$ cat src/hdl/grs_pkg.sv
// ----------------------------------------------------------------------------
// grs_pkg: shared definitions for the group reverse stream
// Default sizes, configuration register format and the group descriptor
// and bank release types passed between the front and back parts.
// ----------------------------------------------------------------------------
package grs_pkg;

	// default sizes handed to the top level parameters
	localparam int MAX_GROUP_DEFAULT   = 16;
	localparam int VALUE_WIDTH_DEFAULT = 32;

	// group size register
	localparam int               GROUP_SIZE_W     = 5;
	localparam logic [GROUP_SIZE_W-1:0] GROUP_SIZE_RESET = 5'd3;

	// entries in the descriptor queue between front and back
	localparam int DESC_DEPTH = 2;

	// flags of one completed group; the value count travels beside it
	typedef struct packed {
		logic bank;      // buffer bank holding the group
		logic reversed;  // group is full: drain newest first
		logic seq_last;  // group closes the sequence
	} desc_flags_t;

	// back part hands a drained bank back to the front part
	typedef struct packed {
		logic valid;
		logic bank;
	} bank_release_t;

endpackage

$ cat src/hdl/grs_if.sv
// ----------------------------------------------------------------------------
// grs_if: channel interfaces of the group reverse stream
// Input item, result item and configuration write channels, each with
// valid, ready and payload, and source and sink modports.
// ----------------------------------------------------------------------------

// input items: one value per transfer, flag on the final value
interface grs_item_if #(
	parameter int VALUE_WIDTH = grs_pkg::VALUE_WIDTH_DEFAULT
);
	logic                          valid;
	logic                          ready;
	logic signed [VALUE_WIDTH-1:0] value;
	logic                          list_last;

	modport source (output valid, output value, output list_last, input ready);
	modport sink   (input valid, input value, input list_last, output ready);
endinterface

// result items: reordered values with group and sequence end flags
interface grs_result_if #(
	parameter int VALUE_WIDTH = grs_pkg::VALUE_WIDTH_DEFAULT
);
	logic                          valid;
	logic                          ready;
	logic signed [VALUE_WIDTH-1:0] out_value;
	logic                          run_last;
	logic                          sequence_end;

	modport source (output valid, output out_value, output run_last,
		output sequence_end, input ready);
	modport sink   (input valid, input out_value, input run_last,
		input sequence_end, output ready);
endinterface

// configuration writes of the group size register
interface grs_cfg_if;
	logic                                 valid;
	logic                                 ready;
	logic [grs_pkg::GROUP_SIZE_W-1:0]     group_size;

	modport source (output valid, output group_size, input ready);
	modport sink   (input valid, input group_size, output ready);
endinterface

$ cat src/hdl/grs_desc_fifo.sv
// ----------------------------------------------------------------------------
// grs_desc_fifo: descriptor queue between front and back
// Short first-in first-out queue of completed group descriptors; the head
// entry is visible to the back part until it is popped.
// ----------------------------------------------------------------------------
module grs_desc_fifo #(
	parameter int DATA_W = 8,
	parameter int DEPTH  = grs_pkg::DESC_DEPTH
) (
	input  logic              clk,
	input  logic              arst_n,
	input  logic              push_valid,
	output logic              push_ready,
	input  logic [DATA_W-1:0] push_data,
	output logic              head_valid,
	output logic [DATA_W-1:0] head_data,
	input  logic              pop
);

	localparam int PW = (DEPTH > 1) ? $clog2(DEPTH) : 1;
	localparam int CNT_W = $clog2(DEPTH + 1);

	logic [DATA_W-1:0] entries_q [DEPTH];
	logic [PW-1:0]     wr_ptr_q;
	logic [PW-1:0]     rd_ptr_q;
	logic [CNT_W-1:0]  count_q;
	logic              do_push;
	logic              do_pop;

	// flags
	assign push_ready = (count_q != CNT_W'(DEPTH));
	assign head_valid = (count_q != '0);
	assign head_data  = entries_q[rd_ptr_q];
	assign do_push    = push_valid & push_ready;
	assign do_pop     = pop & head_valid;

	// storage, no reset needed
	always_ff @(posedge clk) begin
		if (do_push) begin
			entries_q[wr_ptr_q] <= push_data;
		end
	end

	// pointers and fill level
	always_ff @(posedge clk or negedge arst_n) begin
		if (!arst_n) begin
			wr_ptr_q <= '0;
			rd_ptr_q <= '0;
			count_q  <= '0;
		end else begin
			if (do_push) begin
				wr_ptr_q <= (wr_ptr_q == PW'(DEPTH - 1)) ? '0 : wr_ptr_q + PW'(1);
			end
			if (do_pop) begin
				rd_ptr_q <= (rd_ptr_q == PW'(DEPTH - 1)) ? '0 : rd_ptr_q + PW'(1);
			end
			if (do_push && !do_pop) begin
				count_q <= count_q + CNT_W'(1);
			end else if (do_pop && !do_push) begin
				count_q <= count_q - CNT_W'(1);
			end
		end
	end

endmodule

$ cat src/hdl/grs_front.sv
// ----------------------------------------------------------------------------
// grs_front: item intake and group classification
// Holds the group size register, writes each accepted value into the open
// bank, and on a full group or the sequence end queues a descriptor and
// moves to the other bank.
// ----------------------------------------------------------------------------
module grs_front #(
	parameter int MAX_GROUP   = grs_pkg::MAX_GROUP_DEFAULT,
	parameter int VALUE_WIDTH = grs_pkg::VALUE_WIDTH_DEFAULT
) (
	input  logic                                   clk,
	input  logic                                   arst_n,
	grs_item_if.sink                               items,
	grs_cfg_if.sink                                cfg,
	// buffer write port
	output logic                                   wr_en,
	output logic                                   wr_bank,
	output logic [((MAX_GROUP > 1) ? $clog2(MAX_GROUP) : 1)-1:0] wr_idx,
	output logic [VALUE_WIDTH-1:0]                 wr_data,
	// descriptor queue
	output logic                                   push_valid,
	input  logic                                   push_ready,
	output grs_pkg::desc_flags_t                   push_flags,
	output logic [$clog2(MAX_GROUP + 1)-1:0]       push_count,
	// drained bank from the back part
	input  grs_pkg::bank_release_t                 release_in
);

	localparam int AW = (MAX_GROUP > 1) ? $clog2(MAX_GROUP) : 1;
	localparam int CW = $clog2(MAX_GROUP + 1);
	localparam int KW = (CW > grs_pkg::GROUP_SIZE_W) ? CW : grs_pkg::GROUP_SIZE_W;

	logic [grs_pkg::GROUP_SIZE_W-1:0] group_size_q;
	logic [CW-1:0]                    fill_q;
	logic                             bank_q;
	logic [1:0]                       busy_q;
	logic [1:0]                       busy_d;
	logic [KW-1:0]                    size_ext;
	logic [KW-1:0]                    eff_size;
	logic [KW-1:0]                    n_ext;
	logic                             accept;
	logic                             group_full;
	logic                             complete;

	// configuration writes are always taken
	assign cfg.ready = 1'b1;

	// open bank must be free and the queue must have room
	assign items.ready = ~busy_q[bank_q] & push_ready;
	assign accept      = items.valid & items.ready;

	// effective group size: zero acts as one, large values saturate
	assign size_ext = KW'(group_size_q);
	always_comb begin
		eff_size = size_ext;
		if (size_ext == '0) begin
			eff_size = KW'(1);
		end else if (size_ext > KW'(MAX_GROUP)) begin
			eff_size = KW'(MAX_GROUP);
		end
	end

	// classify the incoming value
	assign n_ext      = KW'(fill_q) + KW'(1);
	assign group_full = (n_ext >= eff_size);
	assign complete   = group_full | items.list_last;

	// buffer write
	assign wr_en   = accept;
	assign wr_bank = bank_q;
	assign wr_idx  = fill_q[AW-1:0];
	assign wr_data = items.value;

	// descriptor of a closed group
	assign push_valid          = accept & complete;
	assign push_flags.bank     = bank_q;
	assign push_flags.reversed = group_full;
	assign push_flags.seq_last = items.list_last;
	assign push_count          = CW'(n_ext);

	// bank ownership: drained bank freed, closed bank taken
	always_comb begin
		busy_d = busy_q;
		if (release_in.valid) begin
			busy_d[release_in.bank] = 1'b0;
		end
		if (accept && complete) begin
			busy_d[bank_q] = 1'b1;
		end
	end

	// group size register
	always_ff @(posedge clk or negedge arst_n) begin
		if (!arst_n) begin
			group_size_q <= grs_pkg::GROUP_SIZE_RESET;
		end else if (cfg.valid) begin
			group_size_q <= cfg.group_size;
		end
	end

	// fill count, open bank and bank ownership
	always_ff @(posedge clk or negedge arst_n) begin
		if (!arst_n) begin
			fill_q <= '0;
			bank_q <= 1'b0;
			busy_q <= '0;
		end else begin
			busy_q <= busy_d;
			if (accept) begin
				if (complete) begin
					fill_q <= '0;
					bank_q <= ~bank_q;
				end else begin
					fill_q <= fill_q + CW'(1);
				end
			end
		end
	end

	// a released bank was handed over earlier
	a_release_busy: assert property (@(posedge clk) disable iff (!arst_n)
		release_in.valid |-> busy_q[release_in.bank])
		else $error("release of a bank that is not busy");

	// the open group never reaches the bank size
	a_fill_range: assert property (@(posedge clk) disable iff (!arst_n)
		fill_q < CW'(MAX_GROUP))
		else $error("fill count out of range");

	// a bank still draining has no new values in it
	a_busy_empty: assert property (@(posedge clk) disable iff (!arst_n)
		busy_q[bank_q] |-> (fill_q == '0))
		else $error("values written into a draining bank");

endmodule

$ cat src/hdl/grs_back.sv
// ----------------------------------------------------------------------------
// grs_back: group drain sequencer
// Owns the two-bank group buffer, walks the head descriptor one value per
// cycle unless the output stalls, in reversed or arrival order, and presents
// each value from a registered read stage that also serves as the output register.
// ----------------------------------------------------------------------------
module grs_back #(
	parameter int MAX_GROUP   = grs_pkg::MAX_GROUP_DEFAULT,
	parameter int VALUE_WIDTH = grs_pkg::VALUE_WIDTH_DEFAULT
) (
	input  logic                                   clk,
	input  logic                                   arst_n,
	// buffer write port from the front part
	input  logic                                   wr_en,
	input  logic                                   wr_bank,
	input  logic [((MAX_GROUP > 1) ? $clog2(MAX_GROUP) : 1)-1:0] wr_idx,
	input  logic [VALUE_WIDTH-1:0]                 wr_data,
	// head of the descriptor queue
	input  logic                                   head_valid,
	input  grs_pkg::desc_flags_t                   head_flags,
	input  logic [$clog2(MAX_GROUP + 1)-1:0]       head_count,
	output logic                                   pop,
	output grs_pkg::bank_release_t                 release_out,
	grs_result_if.source                           results
);

	localparam int AW = (MAX_GROUP > 1) ? $clog2(MAX_GROUP) : 1;
	localparam int CW = $clog2(MAX_GROUP + 1);
	localparam int MEM_DEPTH = 2 * (1 << AW);

	logic [VALUE_WIDTH-1:0] mem [MEM_DEPTH];
	logic [AW-1:0]          idx_q;
	logic                   valid_s1;
	logic [VALUE_WIDTH-1:0] data_s1;
	logic                   run_last_s1;
	logic                   seq_end_s1;
	logic                   advance;
	logic                   issue;
	logic                   last_issue;
	logic [CW-1:0]          cnt_m1;
	logic [AW-1:0]          rd_idx;

	// read sequencing
	assign advance    = ~valid_s1 | results.ready;
	assign issue      = advance & head_valid;
	assign cnt_m1     = head_count - CW'(1);
	assign last_issue = issue & (CW'(idx_q) == cnt_m1);
	assign rd_idx     = head_flags.reversed ? (cnt_m1[AW-1:0] - idx_q) : idx_q;

	// the last read frees the descriptor and its bank
	assign pop               = last_issue;
	assign release_out.valid = last_issue;
	assign release_out.bank  = head_flags.bank;

	// group buffer write
	always_ff @(posedge clk) begin
		if (wr_en) begin
			mem[{wr_bank, wr_idx}] <= wr_data;
		end
	end

	// registered read with flags
	always_ff @(posedge clk) begin
		if (issue) begin
			data_s1     <= mem[{head_flags.bank, rd_idx}];
			run_last_s1 <= last_issue;
			seq_end_s1  <= last_issue & head_flags.seq_last;
		end
	end

	// position in the group and output valid
	always_ff @(posedge clk or negedge arst_n) begin
		if (!arst_n) begin
			idx_q    <= '0;
			valid_s1 <= 1'b0;
		end else begin
			if (issue) begin
				idx_q <= last_issue ? '0 : idx_q + AW'(1);
			end
			if (advance) begin
				valid_s1 <= issue;
			end
		end
	end

	// result channel
	assign results.valid        = valid_s1;
	assign results.out_value    = $signed(data_s1);
	assign results.run_last     = run_last_s1;
	assign results.sequence_end = seq_end_s1;

	// only a present descriptor is popped
	a_pop_head: assert property (@(posedge clk) disable iff (!arst_n)
		pop |-> head_valid)
		else $error("pop of an empty descriptor queue");

	// sequence end only on the last value of a group
	a_seq_end_run: assert property (@(posedge clk) disable iff (!arst_n)
		(valid_s1 && seq_end_s1) |-> run_last_s1)
		else $error("sequence end without group end");

	// position stays at the start while no group waits
	a_idx_idle: assert property (@(posedge clk) disable iff (!arst_n)
		!head_valid |-> (idx_q == '0))
		else $error("drain position moved without a group");

	// position stays inside the group being drained
	a_idx_range: assert property (@(posedge clk) disable iff (!arst_n)
		head_valid |-> (CW'(idx_q) < head_count))
		else $error("drain position beyond group length");

endmodule

$ cat src/hdl/group_reverse_stream.sv
// ----------------------------------------------------------------------------
// group_reverse_stream: reverses a value stream in groups of a set size
// Full groups leave newest first; a partial group at the end of the
// sequence leaves in arrival order.
//
//   channel   dir   handshake       payload
//   items     in    valid/ready     value, list_last
//   results   out   valid/ready     out_value, run_last, sequence_end
//   cfg       in    valid/ready     group_size (always ready)
//
// One value is accepted per cycle while intake is not stalled, and one result
// leaves per cycle while the receiver is ready; the drain sequencer's single
// read port on the group buffer sets that rate. A group's first result is
// offered after its descriptor passes the queue and the registered read stage.
// Two buffer banks let one group fill while the previous one drains;
// intake stalls only when both banks still hold undrained groups.
// Reset clears the fill count, bank ownership and queue and loads group
// size 3; buffer contents are not cleared.
// ----------------------------------------------------------------------------
module group_reverse_stream #(
	parameter int MAX_GROUP   = grs_pkg::MAX_GROUP_DEFAULT,
	parameter int VALUE_WIDTH = grs_pkg::VALUE_WIDTH_DEFAULT
) (
	input  logic         clk,
	input  logic         arst_n,
	grs_item_if.sink     items,
	grs_result_if.source results,
	grs_cfg_if.sink      cfg
);

	localparam int AW = (MAX_GROUP > 1) ? $clog2(MAX_GROUP) : 1;
	localparam int CW = $clog2(MAX_GROUP + 1);
	localparam int FW = $bits(grs_pkg::desc_flags_t);
	localparam int DW = FW + CW;

	logic                   wr_en;
	logic                   wr_bank;
	logic [AW-1:0]          wr_idx;
	logic [VALUE_WIDTH-1:0] wr_data;
	logic                   push_valid;
	logic                   push_ready;
	grs_pkg::desc_flags_t   push_flags;
	logic [CW-1:0]          push_count;
	logic                   head_valid;
	logic [DW-1:0]          head_data;
	grs_pkg::desc_flags_t   head_flags;
	logic [CW-1:0]          head_count;
	logic                   pop;
	grs_pkg::bank_release_t bank_release;

	// intake and classification
	grs_front #(
		.MAX_GROUP   (MAX_GROUP),
		.VALUE_WIDTH (VALUE_WIDTH)
	) u_front (
		.clk         (clk),
		.arst_n      (arst_n),
		.items       (items),
		.cfg         (cfg),
		.wr_en       (wr_en),
		.wr_bank     (wr_bank),
		.wr_idx      (wr_idx),
		.wr_data     (wr_data),
		.push_valid  (push_valid),
		.push_ready  (push_ready),
		.push_flags  (push_flags),
		.push_count  (push_count),
		.release_in  (bank_release)
	);

	// descriptor queue
	grs_desc_fifo #(
		.DATA_W (DW),
		.DEPTH  (grs_pkg::DESC_DEPTH)
	) u_desc_fifo (
		.clk        (clk),
		.arst_n     (arst_n),
		.push_valid (push_valid),
		.push_ready (push_ready),
		.push_data  ({push_flags, push_count}),
		.head_valid (head_valid),
		.head_data  (head_data),
		.pop        (pop)
	);

	// unpack the head descriptor
	assign head_flags = grs_pkg::desc_flags_t'(head_data[DW-1:CW]);
	assign head_count = head_data[CW-1:0];

	// drain sequencer and group buffer
	grs_back #(
		.MAX_GROUP   (MAX_GROUP),
		.VALUE_WIDTH (VALUE_WIDTH)
	) u_back (
		.clk         (clk),
		.arst_n      (arst_n),
		.wr_en       (wr_en),
		.wr_bank     (wr_bank),
		.wr_idx      (wr_idx),
		.wr_data     (wr_data),
		.head_valid  (head_valid),
		.head_flags  (head_flags),
		.head_count  (head_count),
		.pop         (pop),
		.release_out (bank_release),
		.results     (results)
	);

endmodule

$ cat src/flat_wrapper.sv
// flat-port wrapper written by rule: the top's interface ports become plain ports
module group_reverse_stream_flat 
#(
	parameter int MAX_GROUP   = grs_pkg::MAX_GROUP_DEFAULT,
	parameter int VALUE_WIDTH = grs_pkg::VALUE_WIDTH_DEFAULT
)
  (clk, arst_n, items_valid, items_value, items_list_last, items_ready, results_valid, results_out_value, results_run_last, results_sequence_end, results_ready, cfg_valid, cfg_group_size, cfg_ready);
  grs_item_if #(.VALUE_WIDTH(VALUE_WIDTH)) items_i ();
  grs_result_if #(.VALUE_WIDTH(VALUE_WIDTH)) results_i ();
  grs_cfg_if cfg_i ();
  input  logic clk;
  input  logic arst_n;
  input wire logic [$bits(items_i.valid)-1:0] items_valid;
  input wire logic [$bits(items_i.value)-1:0] items_value;
  input wire logic [$bits(items_i.list_last)-1:0] items_list_last;
  output wire logic [$bits(items_i.ready)-1:0] items_ready;
  output wire logic [$bits(results_i.valid)-1:0] results_valid;
  output wire logic [$bits(results_i.out_value)-1:0] results_out_value;
  output wire logic [$bits(results_i.run_last)-1:0] results_run_last;
  output wire logic [$bits(results_i.sequence_end)-1:0] results_sequence_end;
  input wire logic [$bits(results_i.ready)-1:0] results_ready;
  input wire logic [$bits(cfg_i.valid)-1:0] cfg_valid;
  input wire logic [$bits(cfg_i.group_size)-1:0] cfg_group_size;
  output wire logic [$bits(cfg_i.ready)-1:0] cfg_ready;
  assign items_i.valid = items_valid;
  assign items_i.value = items_value;
  assign items_i.list_last = items_list_last;
  assign items_ready = items_i.ready;
  assign results_valid = results_i.valid;
  assign results_out_value = results_i.out_value;
  assign results_run_last = results_i.run_last;
  assign results_sequence_end = results_i.sequence_end;
  assign results_i.ready = results_ready;
  assign cfg_i.valid = cfg_valid;
  assign cfg_i.group_size = cfg_group_size;
  assign cfg_ready = cfg_i.ready;
  group_reverse_stream #(.MAX_GROUP(MAX_GROUP), .VALUE_WIDTH(VALUE_WIDTH)) u_core (.clk(clk), .arst_n(arst_n), .items(items_i), .results(results_i), .cfg(cfg_i));
endmodule
$ cat config.mk
export PLATFORM = sky130hd
export DESIGN_NAME = group_reverse_stream_flat
export DESIGN_NICKNAME = d
export VERILOG_FILES = /design/src/hdl/grs_pkg.sv /design/src/hdl/grs_if.sv /design/src/hdl/grs_desc_fifo.sv /design/src/hdl/grs_front.sv /design/src/hdl/grs_back.sv /design/src/hdl/group_reverse_stream.sv /design/src/flat_wrapper.sv
export SDC_FILE = /design/constraint.sdc
export NUM_CORES = 1
export LEC_CHECK = 0
export BUFFER_PORTS_ARGS = -buffer_cell sky130_fd_sc_hd__clkbuf_2
export CAP_MARGIN = 25
export CORE_UTILIZATION = 45
export CTS_CLUSTER_DIAMETER = 60
export DETAILED_ROUTE_END_ITERATION = 10
export PLACE_DENSITY = 0.69
export SYNTH_ARGS = -nofsm -noshare
export SYNTH_HDL_FRONTEND = slang
export SYNTH_SLANG_ARGS = --single-unit
$ cat constraint.sdc
create_clock -name clk -period 9.39 [get_ports clk]
set_input_delay 1.878 -clock clk [delete_from_list [all_inputs] [get_ports clk]]
set_output_delay 1.878 -clock clk [all_outputs]
set_load 0.005 [all_outputs]
==> flow_results.xml <==
<?xml version="1.0" encoding="UTF-8"?>
<metrics>
  <group name="grt">
    <metric name="global_route.overflow_total" unit="">0</metric>
    <metric name="overall_fraction_of_global_route_tracks_in_use" unit="">0.2238</metric>
    <metric name="grt_antenna_before_repair" unit="">1</metric>
    <metric name="grt_pass1_vias" unit="">22824</metric>
    <metric name="grt_start_max_net_pins" unit="">133</metric>
    <metric name="grt_first_pass_wirelength" unit="um">153900</metric>
  </group>
  <group name="finish">
    <metric name="stdcell_count" unit="">3808</metric>
    <metric name="area_growth" unit="%">13.01</metric>
    <metric name="fin_nets" unit="">2529</metric>
    <metric name="final_antenna_diode_count" unit="">0</metric>
    <metric name="drive_gt1_frac" unit="">0.1613</metric>
  </group>
  <group name="route">
    <metric name="drt-wirelength-per-cell" unit="um">28.27</metric>
    <metric name="postRouteAntennaNets" unit="">0</metric>
    <metric name="drt-vias-per-instance" unit="">6.020</metric>
    <metric name="routed_wl" unit="um">107600</metric>
    <metric name="drt_pre_antenna_iters" unit="">6</metric>
    <metric name="vias" unit="">22924</metric>
    <metric name="dr.first_iter.drc_count" unit="">2566</metric>
    <metric name="remaining_drc_errors" unit="">0</metric>
  </group>
  <group name="critical_path">
    <metric name="crit-reg2reg-launch" unit="">u_core.u_desc_fifo.rd_ptr_q$_DFFE_PN0P_</metric>
    <metric name="worst_ep_arrival_time" unit="ps">6120</metric>
    <metric name="setup.worst_path.end_class" unit="">flop</metric>
    <metric name="timing.critical_path.from_type" unit="">flop</metric>
    <metric name="worst_setup_path_endpoint" unit="">u_core.u_back.results.out_value[11]$_DFFE_PP_</metric>
    <metric name="cells_on_worst_reg2reg_path" unit="">13</metric>
    <metric name="worstSetupPathType" unit="">reg2reg</metric>
    <metric name="ff_to_ff_setup_slack" unit="ps">3640</metric>
    <metric name="startpoint_of_the_most_critical_setup_path" unit="">u_core.u_desc_fifo.rd_ptr_q$_DFFE_PN0P_</metric>
    <metric name="r2r-end" unit="">u_core.u_back.results.out_value[11]$_DFFE_PP_</metric>
    <metric name="crit_fanout" unit="">62</metric>
    <metric name="critPathRequiredTime" unit="ps">9760</metric>
  </group>
  <group name="pwr">
    <metric name="power.switching" unit="W">0.006595</metric>
    <metric name="cellInternalPower" unit="W">0.01095</metric>
    <metric name="leakage" unit="nW">16.20</metric>
    <metric name="pwr-share-comb" unit="">0.427</metric>
    <metric name="power.switching_fraction" unit="">0.3758</metric>
    <metric name="power.share.sequential" unit="">0.335</metric>
    <metric name="peakVddDrop" unit="uV">560.9</metric>
    <metric name="powerDensity" unit="nW/um^2">364.8</metric>
    <metric name="share_clk_of_total_power" unit="">0.237</metric>
  </group>
  <group name="timing">
    <metric name="timing.final.crit_period" unit="ps">5753</metric>
    <metric name="unrepaired_setup_endpoints_after_global_routing" unit="">false</metric>
    <metric name="timing.clock.skew" unit="ps">15.58</metric>
    <metric name="finalSetupTns" unit="ps">0</metric>
    <metric name="setup-violations-final" unit="">0</metric>
    <metric name="fmax" unit="MHz">173.8</metric>
    <metric name="max-slew-margin-rel" unit="">0.2592</metric>
    <metric name="worst_slew_pin_slew" unit="ps">1111</metric>
    <metric name="hold-worst-slack" unit="ps">508.7</metric>
    <metric name="period_share" unit="">0.6127</metric>
    <metric name="final-hold-violation-count" unit="">0</metric>
    <metric name="slew_violations" unit="">0</metric>
    <metric name="timing.final.ws_setup" unit="ps">3637</metric>
  </group>
  <group name="cts">
    <metric name="cts_buffer_depth" unit="">3</metric>
    <metric name="cts_setup_buffers" unit="">0</metric>
    <metric name="cts_tree" unit="">built</metric>
    <metric name="total_of_hold_buffers_inserted_after_clock_tree_synthesis" unit="">0</metric>
    <metric name="worst_setup_hold_path_clk_slew" unit="ps">60</metric>
    <metric name="cts_root_buf" unit="">sky130_fd_sc_hd__clkbuf_16</metric>
    <metric name="clk_latency" unit="ps">660</metric>
    <metric name="cts.sinks" unit="">1096</metric>
    <metric name="cts_repair_resize_count" unit="">0</metric>
    <metric name="htreeDepth" unit="">3</metric>
    <metric name="cts_made_buffers" unit="">102</metric>
  </group>
  <group name="logic_synthesis">
    <metric name="yosysSeqAreaShare" unit="">0.7708</metric>
    <metric name="postSynthAreaPerCell" unit="um^2">18.00</metric>
    <metric name="ys_top_cells_by_area" unit="">sky130_fd_sc_hd__edfxtp_1 76%, sky130_fd_sc_hd__mux2i_1 9.2%, sky130_fd_sc_hd__a32oi_1 2.0%, sky130_fd_sc_hd__mux2_2 1.8%, sky130_fd_sc_hd__o22ai_1 1.4%</metric>
    <metric name="synth_edf_count" unit="">1074</metric>
    <metric name="mappedNetlistArea" unit="um^2">42560</metric>
    <metric name="synthFlopType" unit="">sky130_fd_sc_hd__edfxtp_1</metric>
    <metric name="synth.largest_area_cell" unit="">sky130_fd_sc_hd__edfxtp_1</metric>
    <metric name="async_reset_ff_frac" unit="">0.02007</metric>
    <metric name="yosys_register_bits" unit="">1096</metric>
    <metric name="synthCells" unit="">2364</metric>
    <metric name="ys_types" unit="">53</metric>
    <metric name="synth.yosys.warnings" unit="">0</metric>
    <metric name="synth_top_cell_area_share" unit="">0.7578</metric>
    <metric name="syn_nets" unit="">2424</metric>
  </group>
  <group name="floorplanning">
    <metric name="io_pins" unit="">80</metric>
    <metric name="die_width" unit="um">309.5</metric>
    <metric name="initial_core_util" unit="">0.4553</metric>
    <metric name="rows" unit="">112</metric>
    <metric name="floorplan.die.height" unit="um">309.5</metric>
    <metric name="die_area" unit="um^2">95810</metric>
    <metric name="fp.coreArea" unit="um^2">93470</metric>
  </group>
  <group name="flow_run">
    <metric name="max_cap_viol_count" unit="">0</metric>
  </group>
  <group name="place">
    <metric name="placement.setup.worst_slack" unit="ps">3745</metric>
    <metric name="post-dp-hpwl" unit="um">55080</metric>
    <metric name="placed_cells" unit="">3618</metric>
    <metric name="port-buffer-count" unit="">78</metric>
    <metric name="place.gp.congestion" unit="">0.7950</metric>
  </group>
  <group name="outcome">
    <metric name="outcome" unit="">finished, final reports clean</metric>
  </group>
  <group name="min_path">
    <metric name="worst_hold_path_type" unit="">reg2reg</metric>
  </group>
</metrics>
[cell type report]
type | count | area, um^2
fillers | 7297 | 45370
flip-flops and latches | 1096 | 32800
multi-input cells | 1116 | 9427
clock buffers | 118 | 2676
well taps | 1254 | 1569
repair buffers | 135 | 850.8
clock inverters | 71 | 705.7
inverters | 18 | 67.56
[layer usage]
metal | track usage | vias up | wire length (um)
met5 | 0.002528 | - | 12
met4 | 0.1023 | 2 | 4741
met3 | 0.03627 | 263 | 8824
met2 | 0.3809 | 1149 | 53390
met1 | 0.2806 | 11715 | 40670
li1 | - | 9795 | -
[power groups by stage]
stage,sequential [W],clock (W),combinational [W]
finish,0.00589,0.00416,0.00750
floorplan,0.00588,0,0.00521
global route,0.00590,0.00438,0.00787
detailed placement,0.00599,0,0.00736
global placement,0.00599,0,0.00719
CTS,0.00589,0.00421,0.00739
[cell usage after synthesis, types with 2 or more instances]
library cell	n
sky130_fd_sc_hd__edfxtp_1	1074
sky130_fd_sc_hd__mux2i_1	392
sky130_fd_sc_hd__nand2_1	148
sky130_fd_sc_hd__a32oi_1	97
sky130_fd_sc_hd__o22ai_1	97
sky130_fd_sc_hd__nor2_1	79
sky130_fd_sc_hd__mux2_2	69
sky130_fd_sc_hd__o221ai_1	64
sky130_fd_sc_hd__clkbuf_1	60
sky130_fd_sc_hd__buf_2	52
sky130_fd_sc_hd__a221o_1	32
sky130_fd_sc_hd__o22a_1	32
sky130_fd_sc_hd__dfrtp_1	20
sky130_fd_sc_hd__inv_1	18
sky130_fd_sc_hd__ha_1	16
sky130_fd_sc_hd__o21ai_0	13
sky130_fd_sc_hd__xnor2_1	10
sky130_fd_sc_hd__buf_6	9
sky130_fd_sc_hd__nand3_1	9
sky130_fd_sc_hd__buf_4	8
sky130_fd_sc_hd__xor2_1	6
sky130_fd_sc_hd__buf_1	5
sky130_fd_sc_hd__a21o_1	4
sky130_fd_sc_hd__a21oi_1	4
sky130_fd_sc_hd__nor3_1	4
sky130_fd_sc_hd__or3_1	4
sky130_fd_sc_hd__a21oi_2	3
sky130_fd_sc_hd__and2_1	3
sky130_fd_sc_hd__nand3b_1	3
sky130_fd_sc_hd__a31oi_1	2
sky130_fd_sc_hd__and3_1	2
sky130_fd_sc_hd__dfstp_2	2
sky130_fd_sc_hd__mux2_4	2
sky130_fd_sc_hd__nand4_1	2
[worst max-delay path, cell delays in order, from the launching register on]
cell                       delay [ps]
sky130_fd_sc_hd__dfrtp_1          730
sky130_fd_sc_hd__mux2i_1          330
sky130_fd_sc_hd__inv_1            120
sky130_fd_sc_hd__ha_1             250
sky130_fd_sc_hd__fa_1             410
sky130_fd_sc_hd__xnor2_1          270
sky130_fd_sc_hd__mux2_8           680
sky130_fd_sc_hd__buf_4            750
sky130_fd_sc_hd__buf_4            810
sky130_fd_sc_hd__mux2i_1          310
sky130_fd_sc_hd__o22a_1           170
sky130_fd_sc_hd__o221ai_1         130
sky130_fd_sc_hd__a32oi_1          280
sky130_fd_sc_hd__o221ai_1         170
[how the worst min path moves through the flow]
stage,startpoint,endpoint,slack (ps),cells after the start
3_3_place_gp,u_core.u_desc_fifo.wr_ptr_q$_DFFE_PN0P_,u_core.u_desc_fifo.wr_ptr_q$_DFFE_PN0P_,480,1
3_5_place_dp,u_core.u_desc_fifo.wr_ptr_q$_DFFE_PN0P_,u_core.u_desc_fifo.wr_ptr_q$_DFFE_PN0P_,480,1
6_report,u_core.u_desc_fifo.count_q[1]$_DFFE_PN0P_,u_core.u_desc_fifo.count_q[1]$_DFFE_PN0P_,510,1
2_1_floorplan,u_core.u_front.wr_bank$_DFFE_PN0P_,u_core.u_desc_fifo.entries_q[0][7]$_DFFE_PP_,440,0
5_1_grt,u_core.u_desc_fifo.count_q[1]$_DFFE_PN0P_,u_core.u_desc_fifo.count_q[1]$_DFFE_PN0P_,520,1
4_1_cts,u_core.u_desc_fifo.wr_ptr_q$_DFFE_PN0P_,u_core.u_desc_fifo.wr_ptr_q$_DFFE_PN0P_,500,1
[cells by family after synthesis]
logic type                 after synthesis  synth area share
buffers and inverters                  152           0.01723
adders and majority gates               17          0.005174
other                                    1        0.00008811
xor gates and xnor gates                16          0.003292
and+or+nand+nor                        262           0.02528
AOI/OAI and AO/OA                      357           0.06703
muxes                                  463            0.1112
DFF                                   1096            0.7708
[sequential cells by signal, summed over array words and instances (netlist names)]
name                                flops
u_core.u_back.mem                    1024
u_core.u_back.results.out_value        32
u_core.u_desc_fifo.entries_q           16
u_core.u_front.fill_q                   5
u_core.u_front.group_size_q             5
u_core.u_back.idx_q                     4
u_core.u_desc_fifo.count_q              2
u_core.u_front.busy_q                   2
u_core.u_back.results.run_last          1
u_core.u_back.results.sequence_end      1
u_core.u_back.results.valid             1
u_core.u_desc_fifo.rd_ptr_q             1
u_core.u_desc_fifo.wr_ptr_q             1
u_core.u_front.wr_bank                  1
[metrics by stage]
step	utilization	power [W]	instance area, um^2
6_report	0.5146	0.01755	48100
2_1_floorplan	-	0.01109	42560
3_5_place_dp	0.4781	0.01334	44690
5_1_grt	0.5146	0.01816	48100
3_3_place_gp	0.4781	0.01317	44690
4_1_cts	0.5143	0.01749	48070
[cells in the final DEF, fill, tap and decap left out, types with 3 or more instances in the layout]
cell type	count
sky130_fd_sc_hd__clkinv_2	25
sky130_fd_sc_hd__nand3b_1	3
sky130_fd_sc_hd__clkbuf_16	105
sky130_fd_sc_hd__nor2_4	36
sky130_fd_sc_hd__a21oi_4	4
sky130_fd_sc_hd__nand3_1	8
sky130_fd_sc_hd__o22ai_1	97
sky130_fd_sc_hd__bufinv_16	13
sky130_fd_sc_hd__mux2_2	69
sky130_fd_sc_hd__mux2i_1	392
sky130_fd_sc_hd__inv_1	18
sky130_fd_sc_hd__nand2_1	148
sky130_fd_sc_hd__and2_1	3
sky130_fd_sc_hd__xnor2_1	10
sky130_fd_sc_hd__o21ai_0	13
sky130_fd_sc_hd__clkinvlp_4	3
sky130_fd_sc_hd__nor3_1	4
sky130_fd_sc_hd__o221ai_1	64
sky130_fd_sc_hd__clkbuf_1	13
sky130_fd_sc_hd__or3_1	4
sky130_fd_sc_hd__ha_1	16
sky130_fd_sc_hd__clkbuf_2	78
sky130_fd_sc_hd__nor2_1	43
sky130_fd_sc_hd__a21o_1	3
sky130_fd_sc_hd__xor2_1	6
sky130_fd_sc_hd__edfxtp_1	1074
sky130_fd_sc_hd__o22a_1	32
sky130_fd_sc_hd__a32oi_1	96
sky130_fd_sc_hd__a221o_1	32
sky130_fd_sc_hd__buf_4	55
sky130_fd_sc_hd__dfrtp_1	20
sky130_fd_sc_hd__clkinv_1	23
Power figures use the tool's default switching activity.
